<file path="src/design/assert_macros.svh">
// Assertion macros for the tick task scheduler table.
// Used by the top level only; compiles to nothing when SYNTHESIS is set.
`ifndef ASSERT_MACROS_SVH
`define ASSERT_MACROS_SVH

`ifndef SYNTHESIS

// Clocked check, disabled while reset is low
`define TTS_ASSERT(lbl, clk, rstn, prop, msg) \
    lbl: assert property (@(posedge clk) disable iff (!rstn) prop) else $error(msg);

// Clocked check that also runs through reset
`define TTS_ASSERT_ALWAYS(lbl, clk, prop, msg) \
    lbl: assert property (@(posedge clk) prop) else $error(msg);

`else

`define TTS_ASSERT(lbl, clk, rstn, prop, msg)
`define TTS_ASSERT_ALWAYS(lbl, clk, prop, msg)

`endif

`endif

</file>
<file path="src/design/tts_pkg.sv">
// Shared types and constants of the tick task scheduler table.
// No dependencies; imported by every module of the block except tts_ram.
`default_nettype none

package tts_pkg;

    // Table size and slot index width
    localparam int MAX_TASKS = 8;
    localparam int SLOT_W    = (MAX_TASKS > 1) ? $clog2(MAX_TASKS) : 1;

    typedef logic [SLOT_W-1:0] t_slot;

    localparam t_slot LAST_SLOT = t_slot'(MAX_TASKS - 1);

    // Item modes
    localparam logic [1:0] MODE_TICK = 2'd0;
    localparam logic [1:0] MODE_ADD  = 2'd1;
    localparam logic [1:0] MODE_DEL  = 2'd2;
    localparam logic [1:0] MODE_DISP = 2'd3;

    // Result status codes
    localparam logic [1:0] STAT_DONE = 2'd0;
    localparam logic [1:0] STAT_DUE  = 2'd1;
    localparam logic [1:0] STAT_FULL = 2'd2;
    localparam logic [1:0] STAT_NONE = 2'd3;

    localparam logic [7:0] PEND_MAX = 8'hFF;

    // One task entry as held in the table memory
    typedef struct packed {
        logic [15:0] delay;
        logic [15:0] period;
        logic [7:0]  pend;
    } t_entry;

    // Result of updating one entry during a sweep
    typedef struct packed {
        t_entry entry;
        logic   keep_used;
        logic   due;
    } t_upd;

    // Sweep states
    typedef enum logic [1:0] {
        ST_IDLE  = 2'b01,
        ST_SWEEP = 2'b10
    } t_state;

endpackage

`default_nettype wire

</file>
<file path="src/design/tick_task_scheduler_table.sv">
// Tick task scheduler table. An add or delete item, and a dispatch item with no runs
// pending in any slot, leaves busy low, so the next item may follow in the next cycle.
// A tick item, or a dispatch item with runs pending, sweeps the table memory one slot
// per cycle through a read-modify-write pipeline and holds busy high until the entry
// read last from the registered read port of the entry memory has been modified and
// written back. Results are registered from the step that makes them, each shown for
// exactly one cycle with o_valid high; the receiver cannot stall. A dispatch gives one
// result per slot with runs pending, lowest first, the final one with o_last_result set.
`default_nettype none

`include "assert_macros.svh"

module tick_task_scheduler_table
    import tts_pkg::*;
(
    input  wire logic        i_clk,
    input  wire logic        i_rst_n,
    input  wire logic        start,
    output logic             busy,
    input  wire logic [1:0]  i_mode,
    input  wire logic [15:0] i_start_delay,
    input  wire logic [15:0] i_repeat_period,
    input  wire logic [2:0]  i_slot_index,
    output logic             o_valid,
    output logic [2:0]       o_slot_out,
    output logic [1:0]       o_status,
    output logic             o_last_result
);

    t_state               r_state, n_state;
    t_slot                r_cnt, n_cnt;
    logic                 r_mode_tick, n_mode_tick;
    logic                 r_rd_vld, n_rd_vld;
    t_slot                r_rd_slot, n_rd_slot;
    logic [MAX_TASKS-1:0] r_used, n_used;
    logic [MAX_TASKS-1:0] r_due, n_due;

    logic                 r_out_valid, n_out_valid;
    logic [2:0]           r_out_slot, n_out_slot;
    logic [1:0]           r_out_status, n_out_status;
    logic                 r_out_last, n_out_last;

    logic                 w_accept;
    logic                 w_add_wr;
    logic                 w_we;
    t_slot                w_wr_addr;
    t_entry               w_wr_data;
    logic                 w_rd_en;
    t_entry               w_rd_data;
    logic                 w_free_found;
    t_slot                w_free_slot;
    t_upd                 w_upd;
    logic                 w_more_due;
    logic [16:0]          w_delay_sum;
    t_entry               w_new_entry;
    t_slot                w_del_slot;
    logic                 w_del_ok;

    assign busy     = (r_state != ST_IDLE) || r_rd_vld;
    assign w_accept = start && !busy;
    assign w_add_wr = w_accept && (i_mode == MODE_ADD);
    assign w_rd_en  = (r_state == ST_SWEEP);

    tts_ram #(
        .DEPTH (MAX_TASKS),
        .WIDTH ($bits(t_entry)),
        .AW    (SLOT_W)
    ) u_ram (
        .i_clk     (i_clk),
        .i_we      (w_we),
        .i_wr_addr (w_wr_addr),
        .i_wr_data (w_wr_data),
        .i_rd_en   (w_rd_en),
        .i_rd_addr (r_cnt),
        .o_rd_data (w_rd_data)
    );

    tts_free_find u_free (
        .i_used  (r_used),
        .o_found (w_free_found),
        .o_slot  (w_free_slot)
    );

    tts_entry_upd u_upd (
        .i_tick  (r_mode_tick),
        .i_entry (w_rd_data),
        .o_upd   (w_upd)
    );

    // Build the entry of a new task
    assign w_delay_sum        = {1'b0, i_start_delay} + 17'd1;
    assign w_new_entry.delay  = w_delay_sum[16] ? 16'hFFFF : w_delay_sum[15:0];
    assign w_new_entry.period = i_repeat_period;
    assign w_new_entry.pend   = 8'd0;

    assign w_del_slot = t_slot'(i_slot_index);
    assign w_del_ok   = (32'(i_slot_index) < 32'(MAX_TASKS));

    // Look for runs pending above the slot in the modify stage
    always_comb begin
        w_more_due = 1'b0;
        for (int i = 0; i < MAX_TASKS; i++) begin
            if ((SLOT_W'(i) > r_rd_slot) && r_due[i]) begin
                w_more_due = 1'b1;
            end
        end
    end

    // Control, write-back and result selection
    always_comb begin
        n_state      = r_state;
        n_cnt        = r_cnt;
        n_mode_tick  = r_mode_tick;
        n_used       = r_used;
        n_due        = r_due;
        n_rd_vld     = (r_state == ST_SWEEP);
        n_rd_slot    = r_cnt;
        w_we         = 1'b0;
        w_wr_addr    = r_rd_slot;
        w_wr_data    = w_upd.entry;
        n_out_valid  = 1'b0;
        n_out_slot   = 3'd0;
        n_out_status = STAT_DONE;
        n_out_last   = 1'b1;

        // Take a new item
        if (w_accept) begin
            case (i_mode)
                MODE_TICK: begin
                    n_state     = ST_SWEEP;
                    n_cnt       = '0;
                    n_mode_tick = 1'b1;
                end
                MODE_DISP: begin
                    if (r_due == '0) begin
                        n_out_valid  = 1'b1;
                        n_out_status = STAT_NONE;
                    end else begin
                        n_state     = ST_SWEEP;
                        n_cnt       = '0;
                        n_mode_tick = 1'b0;
                    end
                end
                MODE_ADD: begin
                    n_out_valid = 1'b1;
                    if (w_free_found) begin
                        w_we                = 1'b1;
                        w_wr_addr           = w_free_slot;
                        w_wr_data           = w_new_entry;
                        n_used[w_free_slot] = 1'b1;
                        n_due[w_free_slot]  = 1'b0;
                        n_out_slot          = 3'(w_free_slot);
                    end else begin
                        n_out_status = STAT_FULL;
                    end
                end
                MODE_DEL: begin
                    n_out_valid = 1'b1;
                    n_out_slot  = i_slot_index;
                    if (w_del_ok) begin
                        n_used[w_del_slot] = 1'b0;
                        n_due[w_del_slot]  = 1'b0;
                    end
                end
                default: begin
                    n_state = r_state;
                end
            endcase
        end

        // Advance the read address of the sweep
        if (r_state == ST_SWEEP) begin
            n_cnt = r_cnt + 1'b1;
            if (r_cnt == LAST_SLOT) begin
                n_state = ST_IDLE;
            end
        end

        // Modify and write back the entry read last cycle
        if (r_rd_vld) begin
            if (r_mode_tick) begin
                if (r_used[r_rd_slot]) begin
                    w_we             = 1'b1;
                    n_due[r_rd_slot] = w_upd.due;
                end
                if (r_rd_slot == LAST_SLOT) begin
                    n_out_valid = 1'b1;
                end
            end else if (r_due[r_rd_slot]) begin
                w_we              = 1'b1;
                n_used[r_rd_slot] = w_upd.keep_used;
                n_due[r_rd_slot]  = w_upd.due;
                n_out_valid       = 1'b1;
                n_out_slot        = 3'(r_rd_slot);
                n_out_status      = STAT_DUE;
                n_out_last        = !w_more_due;
            end
        end
    end

    // Control registers
    always_ff @(posedge i_clk) begin
        if (!i_rst_n) begin
            r_state     <= ST_IDLE;
            r_cnt       <= '0;
            r_mode_tick <= 1'b0;
            r_rd_vld    <= 1'b0;
            r_used      <= '0;
            r_due       <= '0;
            r_out_valid <= 1'b0;
        end else begin
            r_state     <= n_state;
            r_cnt       <= n_cnt;
            r_mode_tick <= n_mode_tick;
            r_rd_vld    <= n_rd_vld;
            r_used      <= n_used;
            r_due       <= n_due;
            r_out_valid <= n_out_valid;
        end
    end

    // Payload registers
    always_ff @(posedge i_clk) begin
        r_rd_slot    <= n_rd_slot;
        r_out_slot   <= n_out_slot;
        r_out_status <= n_out_status;
        r_out_last   <= n_out_last;
    end

    assign o_valid       = r_out_valid;
    assign o_slot_out    = r_out_slot;
    assign o_status      = r_out_status;
    assign o_last_result = r_out_last;

    // Checks
    `TTS_ASSERT(a_due_used, i_clk, i_rst_n, (r_due & ~r_used) == '0, "due on free slot")
    `TTS_ASSERT(a_more_busy, i_clk, i_rst_n, o_valid && !o_last_result |-> busy, "more while idle")
    `TTS_ASSERT(a_write_src, i_clk, i_rst_n, w_we |-> (r_rd_vld || w_add_wr), "stray table write")
    `TTS_ASSERT_ALWAYS(a_reset_idle, i_clk, !i_rst_n |=> !busy && !o_valid, "busy after reset")

endmodule

`default_nettype wire

</file>
<file path="src/design/tts_ram.sv">
// Generic single-write, single-read synchronous RAM with registered read data.
// No dependencies; holds the task entries of the scheduler table.
`default_nettype none

module tts_ram #(
    parameter int DEPTH = 8,
    parameter int WIDTH = 40,
    parameter int AW    = (DEPTH > 1) ? $clog2(DEPTH) : 1
) (
    input  wire logic             i_clk,
    input  wire logic             i_we,
    input  wire logic [AW-1:0]    i_wr_addr,
    input  wire logic [WIDTH-1:0] i_wr_data,
    input  wire logic             i_rd_en,
    input  wire logic [AW-1:0]    i_rd_addr,
    output logic      [WIDTH-1:0] o_rd_data
);

    logic [WIDTH-1:0] r_mem [DEPTH];

    // Write port
    always_ff @(posedge i_clk) begin
        if (i_we) begin
            r_mem[i_wr_addr] <= i_wr_data;
        end
    end

    // Registered read port
    always_ff @(posedge i_clk) begin
        if (i_rd_en) begin
            o_rd_data <= r_mem[i_rd_addr];
        end
    end

endmodule

`default_nettype wire

</file>
<file path="src/design/tts_free_find.sv">
// Lowest free slot search over the slot used bits.
// Depends on tts_pkg.
`default_nettype none

module tts_free_find
    import tts_pkg::*;
(
    input  wire logic [MAX_TASKS-1:0] i_used,
    output logic                      o_found,
    output t_slot                     o_slot
);

    // Scan from the top so the lowest free slot wins
    always_comb begin
        o_found = 1'b0;
        o_slot  = '0;
        for (int i = MAX_TASKS - 1; i >= 0; i--) begin
            if (!i_used[i]) begin
                o_found = 1'b1;
                o_slot  = t_slot'(i);
            end
        end
    end

endmodule

`default_nettype wire

</file>
<file path="src/design/tts_entry_upd.sv">
// Modify stage of the table sweep: applies a tick or a dispatch to one entry.
// Depends on tts_pkg.
`default_nettype none

module tts_entry_upd
    import tts_pkg::*;
(
    input  wire logic   i_tick,
    input  t_entry      i_entry,
    output t_upd        o_upd
);

    logic [15:0] w_dec;
    logic [7:0]  w_pend_inc;
    logic [7:0]  w_pend_dec;
    logic        w_periodic;

    assign w_dec      = i_entry.delay - 16'd1;
    assign w_pend_inc = (i_entry.pend == PEND_MAX) ? PEND_MAX : i_entry.pend + 8'd1;
    assign w_pend_dec = i_entry.pend - 8'd1;
    assign w_periodic = (i_entry.period != 16'd0);

    always_comb begin
        o_upd.entry     = i_entry;
        o_upd.keep_used = 1'b1;
        o_upd.due       = 1'b0;
        if (i_tick) begin
            // Count down; on zero mark a run and reload periodic tasks
            o_upd.entry.delay = w_dec;
            if (w_dec == 16'd0) begin
                o_upd.entry.pend = w_pend_inc;
                if (w_periodic) begin
                    o_upd.entry.delay = i_entry.period;
                end
            end
            o_upd.due = (o_upd.entry.pend != 8'd0);
        end else begin
            // Take one run; drop one-shot tasks
            o_upd.entry.pend = w_pend_dec;
            o_upd.keep_used  = w_periodic;
            o_upd.due        = w_periodic && (w_pend_dec != 8'd0);
        end
    end

endmodule

`default_nettype wire

</file>
<file path="config.mk">
export PLATFORM = sky130hd
export DESIGN_NAME = tick_task_scheduler_table
export DESIGN_NICKNAME = d
export VERILOG_FILES = /design/src/design/tts_pkg.sv /design/src/design/tick_task_scheduler_table.sv /design/src/design/tts_ram.sv /design/src/design/tts_free_find.sv /design/src/design/tts_entry_upd.sv
export VERILOG_INCLUDE_DIRS = /design/src /design/src/design
export SDC_FILE = /design/constraint.sdc
export NUM_CORES = 1
export LEC_CHECK = 0
export BUFFER_PORTS_ARGS = -buffer_cell sky130_fd_sc_hd__clkbuf_2
export CAP_MARGIN = 20
export CELL_PAD_IN_SITES_DETAIL_PLACEMENT = 1
export CELL_PAD_IN_SITES_GLOBAL_PLACEMENT = 2
export CORE_MARGIN = 8
export CORE_UTILIZATION = 50
export CTS_CLUSTER_DIAMETER = 100
export DETAILED_ROUTE_END_ITERATION = 12
export HOLD_SLACK_MARGIN = 0.05
export MAX_ROUTING_LAYER = met4
export PLACE_DENSITY_LB_ADDON = 0.1
export SLEW_MARGIN = 20
export SYNTH_ARGS = -nofsm -noshare
export SYNTH_HDL_FRONTEND = slang
export SYNTH_SLANG_ARGS = --single-unit
</file>
<file path="constraint.sdc">
create_clock -name i_clk -period 9.55 [get_ports i_clk]
set_input_delay 2.3875 -clock i_clk [delete_from_list [all_inputs] [get_ports i_clk]]
set_output_delay 2.3875 -clock i_clk [all_outputs]
set_load 0.05 [all_outputs]
</file>
==> summary.md, run 1 <==
| Metric | Value |
|---|---|
| Initial antenna violation count | 0 |
| Final setup viols | 0 |
| FF-to-FF setup slack | 5.03 ns |
| # hold bufs at CTS | 0 |
| Largest cells by area after synthesis | edfxtp_1 (62%), mux4_2 (11%), dfxtp_1 (3.8%) |
| Final Skew | 0.0305 ns |
| Core Area | 34,400 um^2 |
| Max Fclk | 0.191 GHz |
| Top cell type's share of synthesized area | 62.3% |
| Syn Nets | 1,195 |
| Startpoint types | input pin |
| Final hold vios | 0 |
| Fin. max-slew vios | 0 |
| Gr ovfl total | 0 |
| Setup crit start | i_mode[1] |
| Worst min path class | flip-flop to flip-flop |
| Most frequent cells in the layout | edfxtp_1 (360), nand2_1 (113), mux4_2 (81) |
| Initial Util | just over 50% |
| Worst Path Required | roughly 10 ns |
| Vert. Die Dim | 202 um |
| CTS tree | done |
| Worst reg2reg path depth | 8 |
| Peak supply drop | 158 uV |
| Clk sinks | just under 400 |
| R2R Path Start | r_rd_slot[1] |
| Register area share after synthesis | between 60% and 70% |
| Clk slew on worst S/H paths | ~0.06 ns |
| Critical path class | input pin to flip-flop |
| Drt total wl | 43,900 um |
| Distinct cells, synth | 76 |
| Post-cts sizing count | 0 |
| Ys async rst share | 0% |
| Dpl hpwl | 27,500 um |
| Endpoint class of the critical path | flip-flop |
| Antenna cell count | 0 |
| Largest net degree at the start of global routing | between 50 and 60 |
| Yosys warns | 0 |
| Multi-input logic area | about 5600 um^2 |
| # IOs | 48 |
| Measured slew at the worst slew-check pin | 1.06 ns |
| Max-slew headroom | 28.9% |
| Status | finished clean |
| DRC | 0 |
| Post-synth EDFFs | 360 |
| Area growth syn-to-layout | 12.1% |
| Ys flop type | edfxtp_1 |
| Via count | 10,300 |
| Post-route cell area | 19,400 um^2 |
| Synth area leader | edfxtp_1 |
| Core Rows | 68 |
| Cell Area, Placed | around 18,000 um^2 |
| Synth Register Bits | 393 |
| Total GRT Usage | 22.1% |
| Worst setup path end | u_ram.r_mem[5][31] |
| Mean post-synth cell area | ~15 um^2 |
| Num CTS Buffers | 42 |
| Setup bufs post-CTS | 0 |
| Vias per inst | 6.14 |
| 1st-pass router iterations | 4 |
| First-pass GRT wire length | 67,500 um |
| RePlAce Congestion | 0.825 |
| Clk Latency, worst-skew pair | 0.55 ns |
| Clk buf depth | 3 |
| Minimum clock period | 5.23 ns |
| Reg area | 11,500 um^2 |
| Drt first-iter violations | about 550 |
| Commonest non-fill, non-tap cell in the layout | edfxtp_1 |
| Share of cells above drive strength 1 | 22.9% |
| Power Dens Cells | about 180 nW/um^2 |
| Max Cap Viol | 0 |
| Routed wire per std cell | 26.1 um |
| Final TNS setup | 0 ns |
| CTS Root Cell | clkbuf_16 |
| Post-Syn Area | 17,300 um^2 |
| Worst flop-to-flop path endpoint | u_ram.r_mem[5][31] |
| Die ar. | 40,900 um^2 |
| Fill count | 3,211 |
| Syn Inst Count | approximately 1,100 |
| Critical path fanouts, max | 26 |
| Fin crit share | between 50% and 60% |
| Leak | 6.27 nW |
| RSZ-0062 raised after global routing | no |
| Vias in the first global route | between 10,000 and 15,000 |
| Die W | around 200 um |
| Nets@finish | 1,246 |
| Number of port buffers | 47 |
| Arr. time, crit path | 5.41 ns |
| Final antenna-violating net count | 0 |
| H-tree depth | 2 |
## per-stage QoR
| stage | power (mW) | hold WS, ns | utilization [%] | setup slack [ns] | std cells |
|---|---|---|---|---|---|
| after floorplan | 2.02 | 0.353 | - | 3.05 | 1143 |
| after global placement | 2.07 | 0.520 | 52.7 | 3.90 | 1602 |
| after detailed placement | 2.07 | 0.519 | 52.7 | 3.79 | 1602 |
| after CTS | 3.61 | 0.534 | 56.5 | 4.33 | 1677 |
| after global routing | 3.67 | 0.583 | 56.5 | 4.06 | 1680 |
| final | 3.57 | 0.534 | 56.5 | 4.32 | 1680 |
## kinds of logic (layout without fill, tap and decap cells)
logic type / Yosys count / in the layout / share of synthesized area (%)
AOI/OAI and AO/OA: 195 / 195 / 7.57
xor gates and xnor gates: 23 / 23 / 1.20
muxes: 138 / 138 / 14.1
buffers and inverters: 87 / 169 / 2.01
DFF: 393 / 393 / 66.1
adders and majority gates: 12 / 12 / 0.866
and+or+nand+nor: 295 / 295 / 8.09
## state kept, by name, summed over array words and instances, names as in the netlist
signal / cells
r_due: 8
o_last_result: 1
n_rd_slot: 3
r_rd_slot: 3
r_used: 8
r_rd_vld: 1
r_state: 2
o_status: 2
r_mode_tick: 1
o_valid: 1
u_ram.r_mem: 320
o_slot_out: 3
u_ram.o_rd_data: 40
## metal layers
metal	track usage, %	vias up	part of all wire (%)
met5	-	-	0
met4	5.05	0	1.7
met3	3.07	59	4.2
met2	37.1	243	51
met1	28.4	5382	43
li1	-	4624	-
## worst max-delay path, cell delays in order
cell and delay (ns):
clkbuf_2 0.10, inv_1 0.07, ha_1 0.35, inv_1 0.19, a21oi_1 0.24, nand2_1 0.08, buf_4 0.26, a21oi_1 0.45
nand2b_1 0.24, nor2_4 0.50, buf_4 0.51
## synth_stat cells, types with 8 or more instances
master	n
and3_1	13
nand3_1	26
mux4_2	81
mux2i_1	15
o21ai_0	36
a221oi_1	10
buf_1	12
inv_1	22
nor4_1	11
nand2_1	113
o21a_1	8
xor2_1	13
xnor2_1	9
dfxtp_1	33
edfxtp_1	360
a21oi_1	57
a211oi_1	13
clkbuf_1	44
nor2_1	65
ha_1	12
mux2_2	42
nand4_1	9
nor3_1	17
a31oi_1	9
## worst min path at each step
stage          depth (start not counted)  slack, ns         start            to
2_1_floorplan                          0       0.35  n_rd_slot[1]  r_rd_slot[1]
3_3_place_gp                           1       0.52    r_state[1]    r_state[1]
3_5_place_dp                           1       0.52    r_state[1]    r_state[1]
4_1_cts                                1       0.53    r_state[1]    r_state[1]
5_1_grt                                1       0.58    r_state[1]    r_state[1]
6_report                               1       0.53    r_state[1]    r_state[1]
## layout make-up
| cell class | count | area share [%] |
|---|---|---|
| clock inverters | 25 | 1.13 |
| flip-flops and latches | 393 | 59.1 |
| clock buffers | 50 | 5.56 |
| repair buffers | 71 | 2.10 |
| inverters | 23 | 0.444 |
| multi-input cells | 663 | 28.8 |
| well taps | 455 | 2.93 |
## power breakdown
part,internal [mW],total (mW),switching [mW]
clock,0.871,1.53,0.663
sequential,1.89,1.90,0.00557
combinational,0.0435,0.140,0.0968
Note: power is estimated with default switching activity, not from simulation.
==> run 2, diff against run 1 <==
- ABC_AREA: default -> 1
- CORE_UTILIZATION: 50 -> 41
- clock period: 9.55 -> 5.27 ns (I/O delays scaled with it)
==> summary.md, run 2 <==
| Metric | Value |
|---|---|
| Status | finished clean |
| Max Cap Viol | 0 (unchanged) |
| Worst reg2reg path depth | 11 (+3) |
| Largest stage delay, worst path | 0.61 ns (+0.10 ns) |
| Gr ovfl total | 0 (unchanged) |
| Area growth syn-to-layout | 12.9% |
| Endpoint class of the critical path | flip-flop |
| Final setup viols | 0 (unchanged) |
| Cell Area, Placed | 18,500 um^2 (+2.1%) |
| Leak | 7.17 nW (+14%) |
| DRC | 0 (unchanged) |
| Final TNS setup | 0 ns (unchanged) |
| Die ar. | 49,900 um^2 (+22%) |
| Distinct cells, synth | 43 (-43%) |
| Count leader, synth | nor2_1 |
| R2R Path Start | r_rd_slot[0] |
| Pre-CTS worst setup slack | 0.439 ns (-3.35 ns) |
| Arr. time, crit path | 4.57 ns (-0.84 ns) |
| Routed wire per std cell | 23.1 um (-12%) |
| Vias in the first global route | 13,400 (+22%) |
| Startpoint types | input pin |
| Setup crit start | i_start_delay[0] |
| Post-synth EDFFs | 360 (unchanged) |
| Power Dens Cells | 334 nW/um^2 (+82%) |
| FF-to-FF setup slack | 1.75 ns (-3.28 ns) |
| Post-Syn Area | 17,600 um^2 (+1.6%) |
| RePlAce Congestion | 0.897 (+8.7%) |
| Total GRT Usage | 22.2% (+0.074 points) |
| Critical path depth in cells | 10 (-1) |
| Number of port buffers | 47 (unchanged) |
| Largest cells by area after synthesis | edfxtp_1 (61%), nor2_1 (8.0%), o21ai_0 (5.8%) |
| Post-route cell area | 19,900 um^2 (+2.3%) |
| Clk Latency, worst-skew pair | 0.59 ns (+0.04 ns) |
| Vias per inst | 5.52 (-10%) |
| Critical path's slowest cell | nor4b_1 |
| Yosys warns | 0 (unchanged) |
| 1st-pass router iterations | 5 (+1) |
| Drt first-iter violations | 815 (+49%) |
| Most Frequent Cell on Critical Path | inv_1 |
| Synth Register Bits | 393 (unchanged) |
| Critical path buffers and inverters | 3 (-2) |
| Vert. Die Dim | 223 um (+10%) |
| Fin crit share | 81.0% |
| Worst flop-to-flop path endpoint | u_ram.r_mem[3][39] |
| Syn Nets | 1,766 (+48%) |
| Initial antenna violation count | 1 (+1) |
| Clk slew on worst S/H paths | 0.06 ns (about the same) |
| Post-route core utilization | 46.5% (-10 points) |
| CTS tree | done |
| Final Skew | 0.0372 ns (+0.00674 ns) |
| Critical path class | input pin to flip-flop |
| Clk buf depth | 3 (unchanged) |
| Worst Path Required | 5.57 ns (-4.15 ns) |
| Syn Inst Count | 1,714 (+50%) |
| Top cell type's share of synthesized area | 61.4% (-0.97 points) |
| Worst setup margin | 0.999 ns (-3.32 ns) |
| Setup bufs post-CTS | 0 (unchanged) |
| Fin. max-slew vios | 0 (unchanged) |
| Worst min path class | flip-flop to flip-flop |
| Largest register FFs | 320 (unchanged) |
| Peak supply drop | 351 uV (+120%) |
| Largest net degree at the start of global routing | 91 (+72%) |
| Nets@finish | 1,801 (+45%) |
| Commonest non-fill, non-tap cell in the layout | nor2_1 |
| Final antenna-violating net count | 0 (unchanged) |
| Worst setup path end | u_ram.r_mem[2][29] |
| Minimum clock period | 4.27 ns |
| Final hold vios | 0 (unchanged) |
| Most frequent cells in the layout | nor2_1 (375), edfxtp_1 (360), nand2_1 (223) |
| Measured slew at the worst slew-check pin | 1.02 ns (-0.0354 ns) |
| Clk sinks | 393 (unchanged) |
| Drt total wl | 53,700 um (+22%) |
| Critical path fanouts, max | 12 (-54%) |
| Synth cell count leaders | nor2_1 (376), edfxtp_1 (360), nand2_1 (223) |
| Core Rows | 76 (+12%) |
| Share of cells above drive strength 1 | 9.26% (-14 points) |
| Max-slew headroom | 31.7% (+2.8 points) |
| Synth area leader | edfxtp_1 |
| H-tree depth | 2 (unchanged) |
| Core Area | 42,800 um^2 (+24%) |
| Num CTS Buffers | 44 (+4.8%) |
| Die W | 223 um (+10%) |
| Layout Cells excl Fill | 2,329 (+39%) |
| Initial Util | 41.2% (-9.3 points) |
| Mean post-synth cell area | 10.3 um^2 (-32%) |
| RSZ-0062 raised after global routing | no |
| Top delay family on crit path | simple AND/OR/NAND/NOR gates |
| Ys async rst share | 0% (unchanged) |
| # hold bufs at CTS | 0 (unchanged) |
| Dpl hpwl | 34,200 um (+24%) |
| Via count | 12,900 (+25%) |
| Regs by FF count | u_ram.r_mem x320, u_ram.o_rd_data x40 |
| Max Fclk | 0.234 GHz |
| Dpl cells | 2,248 (+40%) |
| Biggest register | u_ram.r_mem |
| Register area share after synthesis | 65.1% (-1.0 points) |
| First-pass GRT wire length | 81,900 um (+21%) |
| CTS Root Cell | clkbuf_16 |
| # IOs | 48 (unchanged) |
| CP cell instances | clkbuf_2 > ha_1 > nand3_1 > nor4_1 > inv_1 > nor4b_1 > nand4_1 > nand2_1 > inv_1 > a22oi_1 |
| Ys flop type | edfxtp_1 |
| Post-cts sizing count | 0 (unchanged) |
run 2: changes by cell type after synthesis, sizes merged, moves of 13 or more:
cell	before	now
a31oi	9	56
clkbuf	45	65
inv	22	109
mux2	42	0
mux2i	15	0
mux4	81	0
nand2	113	228
nand3	27	49
nor2	66	386
o211ai	3	16
o21ai	37	210
o22ai	3	45
run 2: per-stage QoR:
| stage | total power, mW | hold slack [ns] |
|---|---|---|
| after floorplan | 3.64 | 0.353 |
| after global placement | 3.73 | 0.396 |
| after detailed placement | 3.74 | 0.402 |
| after CTS | 6.70 | 0.412 |
| after global routing | 6.82 | 0.432 |
| final | 6.64 | 0.409 |
run 2: cell type report:
cell class	count	area [um^2]
Fill cell	4670	22900
Sequential cell	393	11500
Multi-Input combinational cell	1129	5430
Clock buffer	51	1130
Tap cell	546	683
Timing Repair Buffer	70	493
Inverter	111	422
Clock inverter	28	255
Antenna cell	1	2.50
run 2: worst min-delay path by stage:
stage,start,end,slack (ns),cells after the start
2_1_floorplan,n_rd_slot[1],r_rd_slot[1],0.35,0
3_3_place_gp,n_rd_slot[2],r_rd_slot[2],0.40,0
3_5_place_dp,n_rd_slot[2],r_rd_slot[2],0.40,0
4_1_cts,n_rd_slot[2],r_rd_slot[2],0.41,0
5_1_grt,n_rd_slot[2],r_rd_slot[2],0.43,0
6_report,n_rd_slot[2],r_rd_slot[2],0.41,0
run 2: kinds of logic after synthesis:
family                   synth area share [%]
buffers and inverters                    4.19
AND/OR/NAND/NOR                          16.3
flip-flops                               65.1
adder cells (fa/ha/maj)                 0.852
XOR/XNOR                                 1.29
AO/OA/AOI/OAI                            12.3
run 2: worst register-to-register path, delay by kind of cell, from the launching register on:
family          cells  cell delay (ns)
buf+inv             3             0.98
simple gates        4             0.95
flops               1             0.62
compound gates      4             0.55
run 2: metal layers:
metal / vias up / global-route usage [%] / wire [um]
met4: 0 / 7.52 / 1610
li1: 6105 / - / -
met2: 228 / 37.5 / 26600
met1: 6432 / 26.6 / 23100
met3: 90 / 3.97 / 2490
met5: - / - / 0
run 2: where the power goes:
| part | switching, mW | internal (mW) | total [mW] |
|---|---|---|---|
| Combinational | 0.180 | 0.0580 | 0.238 |
| Sequential | 0.00783 | 3.43 | 3.44 |
| Clock | 1.27 | 1.69 | 2.96 |
==> run 3, diff against run 2 <==
- CORE_UTILIZATION: 41 -> 37
- clock period: 5.27 -> 3.45 ns (I/O delays scaled with it)
==> summary.md, run 3 (synthesized netlist as in run 2, its figures left out) <==
| Metric | Value |
|---|---|
| Critical path class | flip-flop to flip-flop |
| Dpl hpwl | 32,900 um (-3.6%) |
| Drt first-iter violations | 723 (-11%) |
| Num CTS Buffers | 44 (unchanged) |
| Total power | 10.1 mW (+52%) |
| Clk slew on worst S/H paths | 0.06 ns (about the same) |
| First-pass GRT wire length | 81,800 um (-0.14%) |
| Clk Latency, worst-skew pair | 0.57 ns (-0.02 ns) |
| Leak | 7.33 nW (+2.2%) |
| Measured slew at the worst slew-check pin | 0.817 ns (-0.207 ns) |
| Largest stage delay, worst path | 0.42 ns (-0.19 ns) |
| Final setup viols | 0 (unchanged) |
| Worst min path class | flip-flop to flip-flop |
| CP cell instances | inv_2 > ha_1 > xnor2_1 > nand2_1 > nor2_1 > nand2_1 > nor2_1 > nand2_1 > nor2_4 > nand2_2 > nor2_4 > inv_4 > o21ai_0 > a21oi_1 > nor2_1 > a21oi_2 |
| Minimum clock period | 3.13 ns |
| RePlAce Congestion | 0.838 (-6.6%) |
| Clk buf depth | 3 (unchanged) |
| Status | finished clean |
| # hold bufs at CTS | 0 (unchanged) |
| Final antenna-violating net count | 0 (unchanged) |
| Final Skew | 0.0216 ns (-0.0156 ns) |
| Largest net degree at the start of global routing | 145 (+59%) |
| Peak supply drop | 361 uV (+3.0%) |
| CTS tree | done |
| # IOs | 48 (unchanged) |
| Setup crit start | u_ram.o_rd_data[24] |
| Max-slew headroom | 45.4% (+14 points) |
| Vias in the first global route | 13,600 (+0.97%) |
| Drt total wl | 53,700 um (about the same) |
| CTS Root Cell | clkbuf_16 |
| 1st-pass router iterations | 5 (unchanged) |
| Fin crit share | ~91% |
| Post-route cell area | 20,300 um^2 (+2.2%) |
| Endpoint class of the critical path | flip-flop |
| Fin. max-slew vios | 0 (unchanged) |
| Core Area | 47,300 um^2 (+11%) |
| Setup bufs post-CTS | 0 (unchanged) |
| Worst reg2reg path depth | 16 (+5) |
| Vias per inst | 5.33 (-3.5%) |
| Cell Area, Placed | 19,000 um^2 (+2.6%) |
| Die ar. | 54,900 um^2 (+10%) |
| Most frequent cells in the layout | nor2_1 (375), edfxtp_1 (360), nand2_1 (221) |
| Power Dens Cells | 495 nW/um^2 (+48%) |
| Die W | 234 um (+4.9%) |
| Startpoint types | flip-flop |
| R2R Path Start | u_ram.o_rd_data[24] |
| Clk sinks | 393 (unchanged) |
| Total GRT Usage | 20.2% (-1.9 points) |
| Arr. time, crit path | 3.42 ns (-1.15 ns) |
| FF-to-FF setup slack | 0.32 ns (-1.43 ns) |
| Share of cells above drive strength 1 | 11.0% (+1.8 points) |
| RSZ-0062 raised after global routing | no |
| Routed wire per std cell | 22.1 um (-4.1%) |
| H-tree depth | 2 (unchanged) |
| Initial Util | 37.2% (-4.0 points) |
| Max Cap Viol | 0 (unchanged) |
| Max Fclk | 0.320 GHz |
| Number of port buffers | 47 (unchanged) |
| Gr ovfl total | 0 (unchanged) |
| Worst hold path depth | 0 (unchanged) |
| DRC | 0 (unchanged) |
| Initial antenna violation count | 0 (-1) |
| Final hold vios | 0 (unchanged) |
| Worst Path Required | 3.74 ns (-1.83 ns) |
| Commonest non-fill, non-tap cell in the layout | nor2_1 |
| Vert. Die Dim | 234 um (+4.9%) |
| Critical path's slowest cell | edfxtp_1 |
| Core Rows | 80 (+5.3%) |
| Regs by FF count | u_ram.r_mem x320, u_ram.o_rd_data x40 |
| Worst flop-to-flop path endpoint | u_ram.r_mem[3][26] |
| Worst setup path end | u_ram.r_mem[3][26] |
| Antenna cell count | 0 (-1) |
| Biggest register | u_ram.r_mem |
| Critical path fanouts, max | 28 (+16) |
| Largest register FFs | 320 (unchanged) |
| Area growth syn-to-layout | 15.4% |
| Via count | 12,900 (+0.57%) |
| Nets@finish | 1,829 (+1.6%) |
| Post-cts sizing count | 0 (unchanged) |
run 3: through the flow:
step                hold WS [ns]  setup TNS (ns)  setup slack (ns)  util (%)  std cells
finish                     0.411               0             0.321      42.9       2426
detailed placement         0.399               0             0.222      40.1       2346
global route               0.417               0            0.0560      42.9       2426
floorplan                  0.353          -0.955           -0.0204         -       1714
CTS                        0.408               0             0.332      42.9       2426
global placement           0.394               0             0.341      40.1       2346
run 3: routing by layer:
metal | up-vias | part of all wire [%] | GRT usage [%]
met2 | 204 | 49 | 34.1
met3 | 89 | 3.2 | 2.79
met4 | 0 | 3.0 | 7.04
met1 | 6482 | 44 | 24.8
li1 | 6153 | - | -
met5 | - | 0 | -
run 3: how the worst min path moves through the flow:
stage / start / slack, ns / to
2_1_floorplan: n_rd_slot[1] / 0.35 / r_rd_slot[1]
3_3_place_gp: n_rd_slot[2] / 0.39 / r_rd_slot[2]
3_5_place_dp: n_rd_slot[2] / 0.40 / r_rd_slot[2]
4_1_cts: n_rd_slot[2] / 0.41 / r_rd_slot[2]
5_1_grt: n_rd_slot[2] / 0.42 / r_rd_slot[2]
6_report: n_rd_slot[2] / 0.41 / r_rd_slot[2]
run 3: worst max-delay path, delay by kind of cell, from the launching register on:
kind / cells / cell delay [ns]
compound gates: 3 / 0.37
xor+xnor: 1 / 0.18
fa+ha+maj: 1 / 0.32
buf+inv: 2 / 0.32
flops: 1 / 0.42
simple gates: 9 / 1.24
run 3: power by group:
part,switching [mW],internal (mW)
Combinational,0.278,0.113
Clock,1.89,2.54
Sequential,0.0108,5.24
run 3: final cells by class:
type                       instances  area [um^2]
tap                              615          769
clock inverter                    24          175
sequential                       393        11500
inverter                         111          424
fill                            5233        27000
multi-input combinational       1129         5490
clock buffer                      56         1170
timing repair buffer              98          818
